==> src/sv/fpr_pkg.sv <==
// ----------------------------------------------------------------------------
// Fast-packet reassembly package
// Shared constants, state encoding and controller/datapath interface types.
// ----------------------------------------------------------------------------
package fpr_pkg;

  localparam int SLOT_COUNT_DEF        = 128;
  localparam int FRAMES_PER_PACKET_DEF = 32;
  localparam int FIRST_CHUNK_BYTES     = 6;
  localparam int NEXT_CHUNK_BYTES      = 7;
  localparam int MASK_W                = 32;
  // floor(x / 7) == (x * 293) >> 11 for every 8-bit x
  localparam int DIV7_MUL              = 293;
  localparam int DIV7_SHIFT            = 11;

  localparam logic [1:0] ST_PENDING     = 2'd0;
  localparam logic [1:0] ST_PENDING_DUP = 2'd1;
  localparam logic [1:0] ST_DROPPED     = 2'd2;
  localparam logic [1:0] ST_COMPLETE    = 2'd3;

  typedef enum logic [2:0] {
    S_IDLE,
    S_CHECK,
    S_SCAN,
    S_DECIDE,
    S_UPDATE,
    S_EMIT,
    S_TAIL
  } fpr_state_t;

  typedef struct packed {
    logic load;
    logic scan_start;
    logic scan;
    logic fetch;
    logic update;
    logic emit_start;
    logic emit;
    logic drop_out;
    logic pend_out;
  } fpr_cmd_t;

  typedef struct packed {
    logic idx_bad;
    logic scan_end;
    logic found;
    logic complete;
    logic f_last;
  } fpr_stat_t;

  typedef struct packed {
    logic [17:0]       group;
    logic [7:0]        source;
    logic [MASK_W-1:0] received;
    logic [MASK_W-1:0] expected;
    logic [7:0]        length;
  } fpr_slot_t;

endpackage

==> src/sv/fpr_ctrl.sv <==
// ----------------------------------------------------------------------------
// Fast-packet reassembly controller
// Sequences slot search, slot update and chunk read-out for one request.
// ----------------------------------------------------------------------------
module fpr_ctrl (
  input  logic              clk,
  input  logic              rst,
  input  logic              start,
  input  fpr_pkg::fpr_stat_t stat,
  output fpr_pkg::fpr_cmd_t  cmd,
  output logic              busy
);

  fpr_pkg::fpr_state_t state, state_next;

  always_ff @(posedge clk) begin
    if (rst) begin
      state <= fpr_pkg::S_IDLE;
    end else begin
      state <= state_next;
    end
  end

  always_comb begin
    state_next = state;
    case (state)
      fpr_pkg::S_IDLE: begin
        if (start) state_next = fpr_pkg::S_CHECK;
      end
      fpr_pkg::S_CHECK: begin
        state_next = stat.idx_bad ? fpr_pkg::S_IDLE : fpr_pkg::S_SCAN;
      end
      fpr_pkg::S_SCAN: begin
        if (stat.scan_end) state_next = fpr_pkg::S_DECIDE;
      end
      fpr_pkg::S_DECIDE: begin
        state_next = stat.found ? fpr_pkg::S_UPDATE : fpr_pkg::S_IDLE;
      end
      fpr_pkg::S_UPDATE: begin
        state_next = stat.complete ? fpr_pkg::S_EMIT : fpr_pkg::S_IDLE;
      end
      fpr_pkg::S_EMIT: begin
        if (stat.f_last) state_next = fpr_pkg::S_TAIL;
      end
      fpr_pkg::S_TAIL: begin
        state_next = fpr_pkg::S_IDLE;
      end
      default: begin
        state_next = fpr_pkg::S_IDLE;
      end
    endcase
  end

  always_comb begin
    cmd  = '0;
    busy = 1'b1;
    case (state)
      fpr_pkg::S_IDLE: begin
        busy     = 1'b0;
        cmd.load = start;
      end
      fpr_pkg::S_CHECK: begin
        cmd.drop_out   = stat.idx_bad;
        cmd.scan_start = !stat.idx_bad;
      end
      fpr_pkg::S_SCAN: begin
        cmd.scan = 1'b1;
      end
      fpr_pkg::S_DECIDE: begin
        cmd.fetch    = stat.found;
        cmd.drop_out = !stat.found;
      end
      fpr_pkg::S_UPDATE: begin
        cmd.update     = 1'b1;
        cmd.pend_out   = !stat.complete;
        cmd.emit_start = stat.complete;
      end
      fpr_pkg::S_EMIT: begin
        cmd.emit = 1'b1;
      end
      fpr_pkg::S_TAIL: begin
        cmd = '0;
      end
      default: begin
        cmd = '0;
      end
    endcase
  end

endmodule

==> config.mk <==
export PLATFORM = sky130hd
export DESIGN_NAME = fpr_ctrl
export DESIGN_NICKNAME = d
export VERILOG_FILES = /design/src/sv/fpr_pkg.sv /design/src/sv/fpr_ctrl.sv
export SDC_FILE = /design/constraint.sdc
export NUM_CORES = 1
export LEC_CHECK = 0
export ABC_AREA = 1
export BUFFER_PORTS_ARGS = -buffer_cell sky130_fd_sc_hd__buf_2
export CORE_AREA = 2 2 39 41
export CTS_CLUSTER_SIZE = 30
export DETAILED_ROUTE_END_ITERATION = 16
export DIE_AREA = 0 0 41 43
export HOLD_SLACK_MARGIN = 0.08
export PLACE_DENSITY_LB_ADDON = 0.25
export REMOVE_ABC_BUFFERS = 1
export SLEW_MARGIN = 40
export SYNTH_ARGS = -nofsm -noshare
export SYNTH_HDL_FRONTEND = slang
export SYNTH_SLANG_ARGS = --single-unit
==> constraint.sdc <==
create_clock -name clk -period 1.1 [get_ports clk]
set_input_delay 0.275 -clock clk [delete_from_list [all_inputs] [get_ports clk]]
set_output_delay 0.275 -clock clk [all_outputs]
set_load 0.05 [all_outputs]
==> results of run 1 <==
-- where the power goes --
group | total (mW) | internal, mW | switching, mW
clock network | 0.194 | 0.136 | 0.0584
logic | 0.276 | 0.126 | 0.149
registers | 0.125 | 0.114 | 0.0111
-- cell families (layout without fill, tap and decap cells) --
logic type | count (synthesis) | count (layout) | share of synthesized area [%]
AND/OR/NAND/NOR | 27 | 27 | 50.00
flip-flops | 3 | 3 | 21.05
buffers and inverters | 17 | 54 | 25.00
AO/OA/AOI/OAI | 2 | 2 | 3.947
-- worst register-to-register path, delay by kind of cell, from the launching register on --
family | cells | cell delay (ps)
buf+inv | 4 | 480
flops | 1 | 350
simple gates | 5 | 270
-- timing repair --
| action | CTS | global route |
|---|---|---|
| setup buffers | 2 | 6 |
| pin swaps | 4 | 7 |
| endpoints found under the setup margin | 11 | 13 |
| resized for setup | 26 | 16 |
| cloned | 0 | 0 |
-- per-stage QoR --
stage               area (sq um)  utilization (%)  hold WS (ps)  setup slack [ps]
floorplan                  274.0                -         419.5            -806.7
global placement           446.7            32.28         536.2            -206.7
detailed placement         446.7            32.28         543.1            -208.8
CTS                        555.5            40.14         293.1            -341.2
global route               658.1            47.56         294.8            -407.5
finish                     658.1            47.56         285.1            -323.4
-- worst min path at each step --
stage	from	endpoint	depth (start not counted)
4_1_cts	rst	state[0]	4
2_1_floorplan	rst	state[2]	3
5_1_grt	rst	state[2]	4
3_3_place_gp	rst	state[2]	4
6_report	rst	state[2]	4
3_5_place_dp	rst	state[2]	4
-- cell type report --
cell class | instances | share of cell area [%]
clock buffers | 4 | 3.992
inverters | 16 | 9.506
multi-input cells | 29 | 28.90
flip-flops and latches | 3 | 10.46
well taps | 16 | 3.042
repair buffers | 34 | 44.11
-- cell usage after synthesis --
cell type  instances  share of area, %
buf_6              1               3.9
clkinv_1           1               1.3
dfxtp_1            3                21
inv_1             11                14
inv_2              4               5.3
nand2_1           10                13
nand2_2            1               2.2
nand3_1            4               7.0
nand3_2            1               3.5
nand4_1            5                11
nor2_1             4               5.3
nor2_4             2               7.9
o21ai_1            1               1.8
o22ai_1            1               2.2
-- routing by layer --
layer  share of wire [%]  vias up  GRT usage [%]
met5                   0        -              0
met4                   0        0          2.000
met2                  53       11          15.00
met3                 4.6        0          6.283
met1                  42      183          11.22
li1                    -      223              -
==> flow_metrics.env, run 1 <==
export IMPL_status="finished with violations"
export IMPL_failed_checks="negative setup slack"
export IMPL_syn_avg_cell_area_sq_um=5.822
export IMPL_ys_types=14
export IMPL_worstPathArrival_ps=1150
export IMPL_final_common_cell="buf_4"
export IMPL_setup_violations=13
export IMPL_detail_route_wl_per_cell_microns=8.735
export IMPL_crit_start="state[0]"
export IMPL_placementRows=14
export IMPL_nets=95
export IMPL_r2r_end="state[0]"
export IMPL_tritoncts="yes"
export IMPL_drt_pass1_iter_count=2
export IMPL_vias_per_cell=4.088
export IMPL_rsz0062_at_grt="true"
export IMPL_die_h_microns=43
export IMPL_drv_slew=0
export IMPL_hold_viol_final=0
export IMPL_r2r_cells=9
export IMPL_crit_path_end_kind="output pin"
export IMPL_postLayoutSetupSlackWorst_ps=-323.4
export IMPL_ff2ff_setup_slack_ps=-100
export IMPL_start_kind="flop"
export IMPL_worst_slew_pin_slew_ps=148.5
export IMPL_path_class="reg -> out"
export IMPL_start_util_pct=20.61
export IMPL_timing_rr_start="state[0]"
export IMPL_grt_ovfl_total=0
export IMPL_tns_ps=-2797
export IMPL_drc_errors=0
export IMPL_largest_register_ffs=3
export IMPL_clk_latency_ps=230
export IMPL_dp_hpwl_microns=592.6
export IMPL_largestRegisters="state (3)"
export IMPL_crit_slowest_cell="dfxtp_2"
export IMPL_grt_pass1_vias=328
export IMPL_die_area_sq_mm=0.001763
export IMPL_cp_slowest_stage_delay_ps=330
export IMPL_clk_pin_slew_ps=30
export IMPL_syn_instance_count=49
export IMPL_critPathBufInv=4
export IMPL_antennaDiodeCount=0
export IMPL_dpl_cell_count=90
export IMPL_numCtsBuffers=3
export IMPL_antenna_found_initial=0
export IMPL_cp_cell_sequence="buf_6 > nor2_4 > nand2_2 > inv_2 > nand2_2 > inv_2 > buf_8"
export IMPL_ir_drop_mv=0.8609
export IMPL_root_buffer="clkbuf_4"
export IMPL_ys_warn_count=0
export IMPL_gp_congestion=0.6572
export IMPL_p_leak_nw=0.3825
export IMPL_holdCritPathClass="in -> reg"
export IMPL_fillers=130
export IMPL_cts_hold_buf=0
export IMPL_period_share_pct=129.4
export IMPL_syn2layout_area_growth_pct=130.7
export IMPL_ys_seq_area_share_pct=21.05
export IMPL_grt_pass1_wl_microns=1173
export IMPL_regMostFlops="state"
export IMPL_fmax_mhz=702.5
export IMPL_crit_path_end="cmd[3]"
export IMPL_clock_path_buffers=2
export IMPL_path_depth=7
export IMPL_io_pin_count=18
export IMPL_clock_sinks=3
export IMPL_drt_total_wl_microns=891
export IMPL_drv_cap=0
export IMPL_die_x_microns=41
export IMPL_h_tree_depth=1
export IMPL_p_per_area_mw_per_mm2=903.7
export IMPL_grt_max_degree=8
export IMPL_core_area_sq_mm=0.001384
export IMPL_syn_area_sq_um=285.3
export IMPL_grtUsageTotal_pct=9.829
export IMPL_period_minus_slack_ps=1423
export IMPL_critPathMaxFanout=3
export IMPL_yosys_register_bits=3
export IMPL_multi_input_area_sq_um=190.2
export IMPL_num_vias=417
export IMPL_final_cell_mix="buf_4 (16), inv_1 (8), buf_6 (8)"
export IMPL_clock_skew_ps=4.759
export IMPL_maxSlewHeadroom_pct=90.10
export IMPL_final_cells=102
export IMPL_drt_initial_drc_count=4
export IMPL_antenna_left=0
export IMPL_required_ps=820
export IMPL_seq_area_sq_um=68.82
export IMPL_total_power_mw=0.5948
export IMPL_drive_gt1_share_pct=68.60
export IMPL_io_buffers=17
export IMPL_cp_top_family="buffers and inverters"
(Power assumes the default switching activity.)
==> inputs of run 2 (changes only) <==
- SLEW_MARGIN: 40 -> 0
- clock period: 1.1 -> 1.25 ns (I/O delays scaled with it)
==> run 2 against run 1 <==
  * The flow still finishes with violations (negative setup slack)
  * Count of clock-buffer cells in the layout unchanged
  * Non-clock buffer count decreased by 5
  * Via count decreased by 2.9%
  * Largest power group unchanged
  * Final area shrank 7.2%
  * Clock skew grew 6.1 ps
  * First-iteration DRC count down 50%
==> flow_metrics.env, run 2 (synthesized netlist as in run 1, its figures left out) <==
export IMPL_status="finished with violations"
export IMPL_failed_checks="negative setup slack"
export IMPL_drt_initial_drc_count=2
export IMPL_drt_total_wl_microns=881
export IMPL_clock_path_buffers=2
export IMPL_p_leak_nw=0.3524
export IMPL_antenna_found_initial=0
export IMPL_r2r_cells=10
export IMPL_regMostFlops="state"
export IMPL_numCtsBuffers=3
export IMPL_critPathMaxFanout=3
export IMPL_timing_rr_start="state[0]"
export IMPL_grtUsageTotal_pct=10.53
export IMPL_ir_drop_mv=0.6816
export IMPL_grt_pass1_vias=336
export IMPL_start_kind="flop"
export IMPL_cp_common_cell="buf_6"
export IMPL_worst_slew_pin_slew_ps=137.9
export IMPL_tritoncts="yes"
export IMPL_r2r_end="state[2]"
export IMPL_vias_per_cell=4.175
export IMPL_path_depth=5
export IMPL_crit_path_end="cmd[8]"
export IMPL_grt_pass1_wl_microns=1255
export IMPL_dp_hpwl_microns=607.8
export IMPL_io_pin_count=18
export IMPL_clock_skew_ps=10.81
export IMPL_crit_start="state[0]"
export IMPL_ff2ff_setup_slack_ps=50
export IMPL_detail_route_wl_per_cell_microns=9.082
export IMPL_start_util_pct=20.61
export IMPL_core_area_sq_mm=0.001384
export IMPL_root_buffer="clkbuf_4"
export IMPL_final_cell_mix="buf_4 (11), inv_1 (8), buf_6 (8)"
export IMPL_antennaDiodeCount=0
export IMPL_setup_violations=10
export IMPL_cp_slowest_stage_delay_ps=330
export IMPL_holdCritPathClass="in -> reg"
export IMPL_drv_cap=0
export IMPL_placementRows=14
export IMPL_drc_errors=0
export IMPL_critPathBufInv=2
export IMPL_clock_sinks=3
export IMPL_period_share_pct=117.6
export IMPL_h_tree_depth=1
export IMPL_postLayoutSetupSlackWorst_ps=-220.4
export IMPL_cp_top_family="flip-flops"
export IMPL_clk_latency_ps=240
export IMPL_drive_gt1_share_pct=65.43
export IMPL_rsz0062_at_grt="true"
export IMPL_nets=90
export IMPL_num_vias=405
export IMPL_path_class="reg -> out"
export IMPL_p_per_area_mw_per_mm2=838.4
export IMPL_antenna_left=0
export IMPL_required_ps=940
export IMPL_final_common_cell="buf_4"
export IMPL_gp_congestion=0.6573
export IMPL_die_area_sq_mm=0.001763
export IMPL_fmax_mhz=680.1
export IMPL_grt_max_degree=7
export IMPL_largestRegisters="state (3)"
export IMPL_syn2layout_area_growth_pct=114.0
export IMPL_crit_slowest_cell="dfxtp_2"
export IMPL_largest_register_ffs=3
export IMPL_period_minus_slack_ps=1470
export IMPL_maxSlewHeadroom_pct=90.78
export IMPL_tns_ps=-1551
export IMPL_die_h_microns=43
export IMPL_io_buffers=17
export IMPL_clk_pin_slew_ps=30
export IMPL_drv_slew=0
export IMPL_hold_viol_final=0
export IMPL_drt_pass1_iter_count=4
export IMPL_total_power_mw=0.5119
export IMPL_crit_path_end_kind="output pin"
export IMPL_cp_cell_sequence="buf_6 > nor2_4 > nand2_1 > nor2_2 > buf_6"
export IMPL_worstPathArrival_ps=1160
export IMPL_grt_ovfl_total=0
export IMPL_die_x_microns=41
==> run 2: repair_timing <==
| action | CTS | global route |
|---|---|---|
| hold buffers | 0 | 0 |
| setup endpoints to repair | 10 | 10 |
| pin swaps | 3 | 4 |
| buffers inserted | 1 | 2 |
| resized for setup | 27 | 12 |
==> run 2: where the power goes <==
| group | internal (mW) | total (mW) | switching, mW |
|---|---|---|---|
| registers | 0.102 | 0.112 | 0.00983 |
| clock network | 0.120 | 0.176 | 0.0565 |
| logic | 0.0954 | 0.223 | 0.128 |
| total | 0.318 | 0.512 | 0.194 |
==> run 2: final cells by class <==
| cell class | count | area (sq um) |
|---|---|---|
| Inverter | 16 | 60.06 |
| Fill cell | 146 | 773.2 |
| Tap cell | 16 | 20.02 |
| Timing Repair Buffer | 29 | 252.7 |
| Clock buffer | 4 | 26.28 |
| Multi-Input combinational cell | 29 | 185.2 |
| Sequential cell | 3 | 66.31 |
==> run 2: worst reg2reg max path, stage by stage (launching register included) <==
cell and delay, ps:
dfxtp_2 330, buf_6 120, nor2_4 100, nand2_2 70
inv_2 60, nand2_2 50, buf_4 120, buf_4 120
nand3_1 80, nand2_1 50, inv_1 40
==> run 2: how the worst min path moves through the flow <==
| stage | slack (ps) | depth (start not counted) | endpoint | from |
|---|---|---|---|---|
| after floorplan | 460 | 3 | state[2] | rst |
| after global placement | 570 | 4 | state[2] | rst |
| after detailed placement | 570 | 4 | state[2] | rst |
| after CTS | 320 | 4 | state[2] | rst |
| after global routing | 350 | 4 | state[0] | rst |
| final | 330 | 4 | state[2] | rst |
==> run 2: stage by stage <==
step / area (sq um) / worst slack [ps] / util [%] / std cells / hold slack (ps)
floorplan: 274.0 / -694.2 / - / 48 / 457.0
global placement: 446.7 / -94.26 / 32.28 / 90 / 573.7
detailed placement: 446.7 / -100.0 / 32.28 / 90 / 574.0
CTS: 549.3 / -236.3 / 39.69 / 95 / 323.6
global route: 610.6 / -307.7 / 44.12 / 97 / 350.5
finish: 610.6 / -220.4 / 44.12 / 97 / 326.6
==> run 2: metal layers <==
layer	GRT usage [%]	wire length, microns	vias up
met5	0	0	-
met4	2.000	12	0
met3	6.283	55	2
met2	15.94	469	13
met1	12.50	342	178
li1	-	-	212
==> inputs of run 3 (changes only) <==
- clock period: 1.25 -> 1.8 ns (I/O delays scaled with it)
==> run 3 against run 2 <==
  * Utilization fell by 14 points
  * The run now ends clean
  * Die area did not move
  * Register-to-register slack improved by 780 ps
  * Combinational power fell by 54%
  * Count of clock-buffer cells in the layout did not move
  * Global-route usage fell by 1.8 points
  * Hold slack improved by 140 ps
  * Clock power fell by 33%
  * Cell count fell by 11%
  * Sequential share of layout area rose by 3.9 points
  * Non-clock buffer count fell by 11
==> flow_metrics.env, run 3 (synthesized netlist as in run 1, its figures left out) <==
export IMPL_status="complete, no violations"
export IMPL_path_class="reg -> out"
export IMPL_p_leak_nw=0.2887
export IMPL_critPathMaxFanout=8
export IMPL_drv_slew=0
export IMPL_p_per_area_mw_per_mm2=710.1
export IMPL_dp_hpwl_microns=568.4
export IMPL_setup_violations=0
export IMPL_largestRegisters="state (3)"
export IMPL_drt_initial_drc_count=4
export IMPL_detailedPlace_worstSlack_ps=243.8
export IMPL_drt_pass1_iter_count=2
export IMPL_die_area_sq_mm=0.001763
export IMPL_root_buffer="clkbuf_4"
export IMPL_drc_errors=0
export IMPL_antennaDiodeCount=0
export IMPL_drive_gt1_share_pct=44.29
export IMPL_holdWs_ps=464.7
export IMPL_period_share_pct=91.41
export IMPL_r2r_cells=6
export IMPL_clock_sinks=3
export IMPL_antenna_found_initial=0
export IMPL_final_cell_mix="buf_2 (14), inv_1 (11), nand2_1 (10)"
export IMPL_io_buffers=17
export IMPL_detail_route_wl_per_cell_microns=7.965
export IMPL_clk_latency_ps=230
export IMPL_final_area_sq_um=422.9
export IMPL_start_util_pct=20.61
export IMPL_core_area_sq_mm=0.001384
export IMPL_die_x_microns=41
export IMPL_holdCritPathClass="in -> reg"
export IMPL_period_minus_slack_ps=1645
export IMPL_clk_pin_slew_ps=40
export IMPL_crit_path_end_kind="output pin"
export IMPL_nets=79
export IMPL_required_ps=1350
export IMPL_fin_util_pct=30.56
export IMPL_postLayoutSetupSlackWorst_ps=154.5
export IMPL_drt_total_wl_microns=685
export IMPL_num_vias=353
export IMPL_hold_viol_final=0
export IMPL_syn2layout_area_growth_pct=48.25
export IMPL_grt_pass1_wl_microns=1062
export IMPL_final_common_cell="buf_2"
export IMPL_grt_ovfl_total=0
export IMPL_grtUsageTotal_pct=8.726
export IMPL_worstPathArrival_ps=1200
export IMPL_worst_slew_pin_slew_ps=248.3
export IMPL_maxSlewHeadroom_pct=83.56
export IMPL_cts_hold_buf=0
export IMPL_largest_register_ffs=3
export IMPL_place_area_sq_um=386.6
export IMPL_tns_ps=0
export IMPL_grt_pass1_vias=318
export IMPL_vias_per_cell=4.105
export IMPL_h_tree_depth=1
export IMPL_gp_congestion=0.6603
export IMPL_numCtsBuffers=3
export IMPL_grt_max_degree=9
export IMPL_regMostFlops="state"
export IMPL_final_cells=86
export IMPL_clock_path_buffers=2
export IMPL_io_pin_count=18
export IMPL_ir_drop_mv=0.2580
export IMPL_dpl_cell_count=82
export IMPL_placementRows=14
export IMPL_start_kind="flop"
export IMPL_rsz0062_at_grt="false"
export IMPL_antenna_left=0
export IMPL_clock_skew_ps=1.987
export IMPL_drv_cap=0
export IMPL_tritoncts="yes"
export IMPL_fillers=170
export IMPL_total_power_mw=0.3003
export IMPL_die_h_microns=43
export IMPL_fmax_mhz=607.7
export IMPL_hold_depth=4
==> run 3: area by class of cell <==
| type | instances | area (sq um) | share of cell area, % |
|---|---|---|---|
| tap | 16 | 20.02 | 4.734 |
| sequential | 3 | 62.56 | 14.79 |
| clock buffer | 4 | 26.28 | 6.213 |
| multi-input combinational | 29 | 153.9 | 36.39 |
| timing repair buffer | 18 | 100.1 | 23.67 |
| inverter | 16 | 60.06 | 14.20 |
==> run 3: path summary, 6_finish.rpt <==
check	from	endpoint	slack, ps
max	state[1]	cmd[3]	150
min reg2reg	state[0]	state[1]	630
min	rst	state[0]	460
max reg2reg	state[2]	state[0]	830
==> run 3: routing by layer <==
layer | vias to the layer above | GRT usage, % | wire [microns]
li1 | 190 | - | -
met1 | 154 | 9.615 | 288
met2 | 9 | 14.06 | 350
met3 | 0 | 1.571 | 46
met4 | 0 | 6.000 | 0
met5 | - | 0 | 0
==> run 3: repair_timing <==
action,in CTS,in global routing
resized for setup,1,4
cloned,0,0
buffers inserted,0,0
setup endpoints to repair,1,3
==> run 3: worst max-delay path: stages (launching register included) <==
cell and delay, ps:
dfxtp_2 370, nor2_4 150, nand2_2 70, inv_2 50, nand2_1 60, inv_1 50, clkbuf_4 210
==> run 3: where the power goes <==
part | leakage, nW | internal [mW] | total (mW) | switching (mW)
registers | 0.0252 | 0.0718 | 0.0806 | 0.00882
logic | 0.248 | 0.0303 | 0.102 | 0.0714
clock network | 0.0150 | 0.0831 | 0.118 | 0.0348
